### src/hw/rtl/tdpt_pkg.sv
`timescale 1ns / 1ps
// ----------------------------------------------------------------------------
// tdpt_pkg
// Shared types and constants of the trial-division prime tester: controller
// states and the command and status groups between controller and datapath.
// ----------------------------------------------------------------------------
package tdpt_pkg;

	localparam int unsigned VALUE_BITS_DEF = 31;

	typedef enum logic [2:0] {
		ST_IDLE,
		ST_CHECK,
		ST_DIV,
		ST_EVAL,
		ST_DONE
	} tdpt_state_t;

	// controller to datapath
	typedef struct packed {
		logic load;       // capture candidate, divisor back to two
		logic div_start;  // start one remainder pass
		logic next_d;     // move to the next divisor
		logic set_res;    // write the verdict
		logic res_val;    // verdict written by set_res
		logic load_out;   // move verdict to the output register
	} tdpt_cmd_t;

	// datapath to controller
	typedef struct packed {
		logic lt_two;     // value is zero or one
		logic sq_gt_v;    // divisor squared exceeds value
		logic rem_done;   // remainder pass finished
		logic rem_zero;   // divisor divides value exactly
	} tdpt_stat_t;

endpackage

### src/hw/rtl/tdpt_rem.sv
`timescale 1ns / 1ps
// ----------------------------------------------------------------------------
// tdpt_rem
// Iterative remainder unit: restoring division, one dividend bit per cycle.
// Only the remainder is kept.
// ----------------------------------------------------------------------------
module tdpt_rem #(
	parameter int unsigned VALUE_BITS = tdpt_pkg::VALUE_BITS_DEF
) (
	input  logic                  clk,
	input  logic                  arst_n,
	input  logic                  start,
	input  logic [VALUE_BITS-1:0] dividend,
	input  logic [VALUE_BITS-1:0] divisor,
	output logic                  done,
	output logic [VALUE_BITS-1:0] rem
);
	import tdpt_pkg::*;

	localparam int unsigned CNT_BITS = (VALUE_BITS > 1) ? $clog2(VALUE_BITS) : 1;
	localparam logic [CNT_BITS-1:0] CNT_TOP = CNT_BITS'(VALUE_BITS - 1);

	logic                  busy_q;
	logic                  done_q;
	logic [CNT_BITS-1:0]   cnt_q;
	logic [VALUE_BITS-1:0] rem_q;
	logic [VALUE_BITS:0]   trial;
	logic [VALUE_BITS:0]   diff;

	// shift in the next dividend bit, subtract when it fits
	assign trial = {rem_q, dividend[cnt_q]};
	assign diff  = trial - {1'b0, divisor};

	always_ff @(posedge clk or negedge arst_n) begin
		if (!arst_n) begin
			busy_q <= 1'b0;
			done_q <= 1'b0;
			cnt_q  <= '0;
		end else begin
			done_q <= 1'b0;
			if (start) begin
				busy_q <= 1'b1;
				cnt_q  <= CNT_TOP;
			end else if (busy_q) begin
				if (cnt_q == '0) begin
					busy_q <= 1'b0;
					done_q <= 1'b1;
				end else begin
					cnt_q <= cnt_q - 1'b1;
				end
			end
		end
	end

	always_ff @(posedge clk) begin
		if (start) begin
			rem_q <= '0;
		end else if (busy_q) begin
			if (trial >= {1'b0, divisor}) begin
				rem_q <= diff[VALUE_BITS-1:0];
			end else begin
				rem_q <= trial[VALUE_BITS-1:0];
			end
		end
	end

	assign done = done_q;
	assign rem  = rem_q;

endmodule

### src/hw/rtl/tdpt_dp.sv
`timescale 1ns / 1ps
// ----------------------------------------------------------------------------
// tdpt_dp
// Datapath: candidate, divisor and running square registers, the remainder
// unit, the verdict and the output register.
// ----------------------------------------------------------------------------
module tdpt_dp #(
	parameter int unsigned VALUE_BITS = tdpt_pkg::VALUE_BITS_DEF
) (
	input  logic                  clk,
	input  logic                  arst_n,
	input  tdpt_pkg::tdpt_cmd_t   cmd,
	input  logic [VALUE_BITS-1:0] candidate,
	output tdpt_pkg::tdpt_stat_t  stat,
	output logic                  prime_flag
);
	import tdpt_pkg::*;

	localparam logic [VALUE_BITS-1:0] D_INIT  = VALUE_BITS'(2);
	localparam logic [VALUE_BITS:0]   SQ_INIT = (VALUE_BITS + 1)'(4);

	logic [VALUE_BITS-1:0] v_q;
	logic [VALUE_BITS-1:0] d_q;
	logic [VALUE_BITS:0]   sq_q;   // always d_q squared
	logic                  res_q;
	logic                  out_q;
	logic                  rem_done;
	logic [VALUE_BITS-1:0] rem;

	tdpt_rem #(
		.VALUE_BITS(VALUE_BITS)
	) u_rem (
		.clk     (clk),
		.arst_n  (arst_n),
		.start   (cmd.div_start),
		.dividend(v_q),
		.divisor (d_q),
		.done    (rem_done),
		.rem     (rem)
	);

	always_ff @(posedge clk) begin
		if (cmd.load) begin
			v_q  <= candidate;
			d_q  <= D_INIT;
			sq_q <= SQ_INIT;
		end else if (cmd.next_d) begin
			// (d+1)^2 = d^2 + 2d + 1
			d_q  <= d_q + 1'b1;
			sq_q <= sq_q + {d_q, 1'b0} + 1'b1;
		end
		if (cmd.set_res) begin
			res_q <= cmd.res_val;
		end
		if (cmd.load_out) begin
			out_q <= res_q;
		end
	end

	assign stat.lt_two   = (v_q[VALUE_BITS-1:1] == '0);
	assign stat.sq_gt_v  = (sq_q > {1'b0, v_q});
	assign stat.rem_done = rem_done;
	assign stat.rem_zero = (rem == '0);
	assign prime_flag    = out_q;

endmodule

### config.mk
export PLATFORM = sky130hd
export DESIGN_NAME = tdpt_dp
export DESIGN_NICKNAME = d
export VERILOG_FILES = /design/src/hw/rtl/tdpt_pkg.sv /design/src/hw/rtl/tdpt_rem.sv /design/src/hw/rtl/tdpt_dp.sv
export SDC_FILE = /design/constraint.sdc
export NUM_CORES = 1
export LEC_CHECK = 0
export CAP_MARGIN = 20
export CORE_MARGIN = 3
export CORE_UTILIZATION = 50
export CTS_CLUSTER_SIZE = 10
export DETAILED_ROUTE_END_ITERATION = 10
export DONT_BUFFER_PORTS = 1
export PLACE_DENSITY_LB_ADDON = 0.3
export SLEW_MARGIN = 20
export SYNTH_ARGS = -nofsm -noshare
export SYNTH_HDL_FRONTEND = slang
export SYNTH_SLANG_ARGS = --single-unit
### constraint.sdc
create_clock -name clk -period 5.5 [get_ports clk]
set_clock_uncertainty 0.1 [all_clocks]
set_input_delay 1.65 -clock clk [delete_from_list [all_inputs] [get_ports clk]]
set_output_delay 1.65 -clock clk [all_outputs]
set_load 0.01 [all_outputs]
Word level (Yosys, flattened, before mapping) --
Index checks and enable logic that the tools add are counted.
Storage, ports and cells: output and inout bits 5, logic and storage cells 35, register bits 134, input bits 39
Cells by class: magnitude comparators 3, reduce and logical (&&, ||, !) cells 5, muxes and demuxes 12, eq/ne operators 1, $add $sub $neg 5
Operators with widths (count):
- adder 32 x 1 -> 32 bit, second input constant | 1
- adder 32 bit | 1
- >= comparator 32 x 31 -> 1 bit | 1
- greater-than comparator 32 x 31 -> 1 bit | 1
- adder 31 x 1 -> 31 bit, second input constant | 1
- logical NOT 31 bit | 1
- 2-to-1 mux 31 bit | 1
- subtractor 31 bit | 1
- logical NOT 30 bit | 1
- 2-to-1 mux 5 bit | 3
- 2-to-1 mux 1 bit | 7
- less-than comparator 5 x 6 -> 1 bit, second input constant | 1
- binary-select mux 1 bit (select 5 bit) | 1
- logical NOT 5 bit | 1
- subtractor 5 x 1 -> 5 bit, second input constant | 1
- != test 2 bit, second input constant | 1
- AND reduction 2 bit | 1
- nonzero test 2 bit | 1

Depth between registers and ports, before layout --
word-level depth 4, gate-level depth with buffers 19, depth with buffers taken out 17

Modules after synthesis --
A second synthesis with hierarchy kept.
Second synthesis, totals: cell total of the unflattened synthesis 1178, area total of the unflattened synthesis 10058.4 µm²
By module, submodules not included:
- tdpt_dp | area each 6200.9 µm², cells each 676, sequential area each 2252.2 µm², times used 1
- tdpt_rem | area each 3857.4 µm², cells each 502, sequential area each 795.8 µm², times used 1

Worst setup path after synthesis --
Ideal clock, no wire load.
path kind register to register, start point register u_rem.cnt_q[0], end point register u_rem.rem_q[26] (netlist: u_rem.rem[26]), arrival 3837 ps, cell stages (with the launch flop) 17, clock period less this slack 4079 ps, buffers on the path 1, slack 1421 ps, required time 5258 ps, setup time 142 ps, cell sequence dfrtp_1 buf_2 mux4_2 mux4_2 mux2i_1 ha_1 inv_1 fa_1 a211oi_1 o21ai_0 o211ai_1 a21oi_1 o22ai_2 o21ai_1 or4_1 nand4_1 a311oi_1
On the way: longest elaborated chain between the ends 4, elaborated cells between the ends (all ways) 5, classes of those cells add/sub: 1; order compare: 1; mux: 3
Ends and longest elaborated chain:
- start, declared | RTL line tdpt_rem.sv:25 | logic [CNT_BITS-1:0] cnt_q;
- start signal, assigned | RTL line tdpt_rem.sv:49 | cnt_q <= cnt_q - 1'b1;
- binary-select mux 1 bit (select 5 bit) (*) | RTL line tdpt_rem.sv:31 | assign trial = {rem_q, dividend[cnt_q]};
- 2-to-1 mux 1 bit (not written as such) (*) | RTL line tdpt_rem.sv:31
- subtractor 31 bit / >= comparator 32 x 31 -> 1 bit (equally long branches) | RTL line tdpt_rem.sv:32, tdpt_rem.sv:59
- 2-to-1 mux 31 bit (*) | RTL line tdpt_rem.sv:59 | if (trial >= {1'b0, divisor}) begin
- end signal, assigned | RTL line tdpt_rem.sv:60 | rem_q <= diff[VALUE_BITS-1:0];
- end signal, assigned | RTL line tdpt_rem.sv:62 | rem_q <= trial[VALUE_BITS-1:0];
- end, declared | RTL line tdpt_rem.sv:26 | logic [VALUE_BITS-1:0] rem_q;
Every way passes the cells marked *; elsewhere a longest branch is shown, timed or not. The select of a mux whose other input is x is not followed. A chain may end at the register's enable or synchronous reset.

Worst setup path in the final report --
Ends and elaborated chain as after synthesis.

==> key figures <==
Status
  • Status: completed

Finish
  • Nets: approximately 1.2k
  • Synth-to-layout area growth: 7.589%
  • Antenna Cells: 0
  • Share of layout cells above drive strength 1: 0.05206
  • Fin cells: 1,374

Setup path
  • Reg-to-reg slack, setup: ~0.64 ns
  • Crit path cell chain: mux4_2 -> mux4_2 -> mux2i_1 -> ha_1 -> inv_1 -> fa_1 -> a211oi_1 -> o21ai_0 -> o211ai_1 -> a21oi_1 -> o22ai_2 -> o21ai_1 -> or4_1 -> nand4_1 -> a311oi_1
  • Most frequent CP cell: mux4_2
  • Worst Setup SP: u_rem.cnt_q[0]
  • Critical Path Max Stage Delay: 0.68 ns
  • Startpoint Class: flop
  • Critical path type: reg2reg
  • R2R depth: 15
  • Critical R2R Capture: u_rem.rem[26]
  • CP arrival: 4.99 ns
  • Crit path max-delay cell type: dfrtp_1
  • Worst Path Max Fanout: 11
  • RR Startpoint: u_rem.cnt_q[0]
  • CP Capture Type: flop
  • WP data required: 5.63 ns

Clock network
  • Hold-fix buffers, CTS: 0
  • Root Driver: clkbuf_16
  • Worst-path clk slew: roughly 0.07 ns
  • Clock latency on the worst-skew pair: ~0.43 ns
  • CTS tree: yes
  • Setup repair bufs after CTS: 0
  • Clock tree buffer depth: 2
  • TritonCTS Buffers: 17
  • Max H-tree Level: 4
  • Post_cts resized: 0
  • # clock sinks: ~130

Die
  • Core area: approximately 19,000 sq um
  • DIE WIDTH: between 100 and 150 um
  • Io pins: between 40 and 50
  • Die Height: about 150 um
  • Initial Util: 0.5149
  • Placement row count: 50
  • DIE AREA: between 20,000 and 25,000 sq um

GRT
  • Global-route wire length before repair: 38.54 mm
  • Total global routing overflow: 0
  • GR Util All Layers: 0.2195
  • Largest net degree at the start of global routing: 101
  • Initial antenna violation count: 0
  • Vias in the first global route: ~7.6k

Synthesis
  • Synthesized Nets: 1,261
  • YS warnings: 0
  • Synth area leaders: dfxtp_1, ha_1, edfxtp_1
  • FF+latch count, synth: 134
  • EDFF count, synth: 33
  • Yosys top cell area share: 0.1928
  • Synth cell types: 80
  • Largest area contributor in the netlist: dfxtp_1
  • Syn Inst Count: roughly 1.1k
  • Mapped Avg Cell Area: slightly below 9 sq um
  • FFs w/ async S/R, synth: 0.05224
  • Ys flop type: dfxtp_1
  • Mapped cell area: approximately 9800 sq um
  • Share of the yosys chip area belonging to registers: 0.3123

Power
  • Pwr Density: around 420 nW/um^2
  • Total power: 4.445 mW
  • Maximum vdd ir drop: ~200 uV
  • Leak pwr: approximately 4.6 nW

Timing
  • Total Neg Setup Slack: 0 ns
  • Final max-slew violation count: 0
  • Fin crit share: 0.8838
  • Fin. Hold Viols: 0
  • Slew headroom: 0.2848
  • Minimum clock period: 4.861 ns
  • Final setup fails: 0
  • RSZ-0062 raised after global routing: no
  • Worst Tran Pin Value: approximately 1.1 ns
  • Maximum clock rate: 0.2057 GHz
  • Hold slack: approximately 0.32 ns

Detailed routing
  • Initial DRC count: 557
  • Post-DRT Antenna Nets: 0
  • DRC viols: 0
  • Via/cell ratio: ~5.9
  • DRT Wirelength: ~24 mm
  • Pre-antenna DRT Iters: 5
  • WL/cell: approximately 17 um
  • Via count: ~8.1k

Worst hold path
  • Hold path depth: 0
  • Hold Crit Start: res_q
  • Worst Hold Class: reg2reg
  • Hold Path End: prime_flag

Run
  • Max-cap viol count: 0

Placed design
  • Number of placed cells counting well taps: between 1k and 1.5k
  • Post-DP HPWL: around 17 mm
  • GPL Wtd Cong: between 0.9 and 1
  • # port buffers: 0
[cell families after synthesis]
| family | count (synthesis) | synth area share |
|---|---|---|
| simple gates | 370 | 0.1850 |
| compound gates | 262 | 0.1874 |
| flops | 134 | 0.3123 |
| buf+inv | 126 | 0.05038 |
| fa+ha+maj | 97 | 0.1259 |
| xor+xnor | 84 | 0.07538 |
| mux | 52 | 0.06371 |
[report_power, final]
part | total, mW | internal, mW | switching (mW)
logic | 2.01 | 0.905 | 1.11
clock network | 1.16 | 0.711 | 0.445
registers | 1.27 | 1.13 | 0.142
[synthesized netlist by cell type (12+ instances only)]
cell	count
nor2_1	116
ha_1	95
dfxtp_1	94
inv_1	82
nand2_1	82
a21oi_1	65
xnor2_1	64
a21o_1	49
mux2i_1	43
edfxtp_1	33
clkbuf_1	32
nand3_1	32
nor3_1	29
o21ai_0	29
a211oi_1	25
xor2_1	20
nand4_1	19
and3_1	17
nor4_1	17
nor2b_1	14
a311oi_1	13
o211ai_1	12
[routing by layer]
layer | vias to the layer above | track usage | wire [um]
met5 | - | 0 | 0
met4 | 0 | 0.05651 | 367
met3 | 32 | 0.05948 | 1376
met2 | 213 | 0.3429 | 10540
met1 | 3788 | 0.3028 | 11220
li1 | 4050 | - | -
[worst max-delay path by stage]
stage | end | slack (ns)
floorplan | u_rem.rem[26] | 1.42
global placement | u_rem.rem[29] | 0.81
detailed placement | u_rem.rem[29] | 0.67
CTS | u_rem.rem[16] | 0.63
global route | u_rem.rem[16] | 0.34
finish | u_rem.rem[26] | 0.64
[stage by stage]
step                worst slack, ns  area [sq um]  utilization
floorplan                     1.421          9761            -
global placement             0.8061          9911       0.5228
detailed placement           0.6747          9911       0.5228
CTS                          0.6331         10500       0.5540
global route                 0.3428         10500       0.5540
finish                       0.6393         10500       0.5540
[cells in the final DEF (no fill, tap or decap), types with 17 or more instances in the layout]
cell type,synthesis,routed
a21o_1,49,49
a21oi_1,65,65
nand4_1,19,19
nor2_1,116,116
inv_1,82,82
nor3_1,29,29
nor4_1,17,17
xor2_1,20,20
ha_1,95,95
a211oi_1,25,25
nand3_1,32,32
dfxtp_1,94,94
o21ai_0,29,29
xnor2_1,64,64
mux2i_1,43,43
edfxtp_1,33,33
nand2_1,82,82
and3_1,17,17
clkbuf_16,0,17
[critical path, delay by kind of cell (launching register included)]
| family | cells | cell delay, ns |
|---|---|---|
| muxes | 3 | 1.35 |
| and+or+nand+nor | 2 | 0.61 |
| buffers and inverters | 1 | 0.06 |
| adders and majority gates | 2 | 0.66 |
| DFF | 1 | 0.68 |
| AOI/OAI and AO/OA | 7 | 1.21 |
[final cells by class]
cell class | count | area, sq um
clock buffer | 19 | 432.9
multi-input combinational | 865 | 6221
clock inverter | 13 | 157.7
timing repair buffer | 1 | 7.507
sequential | 134 | 3049
fill | 1708 | 8454
inverter | 82 | 307.8
tap | 260 | 325.3
[registers in the layout (all words and copies together), names as in the netlist, 5 cells and up]
name	count
sq_q	32
v_q	31
u_rem.cnt_q	5
d_q	31
u_rem.rem	31
Note: power is estimated with default switching activity, not from simulation.
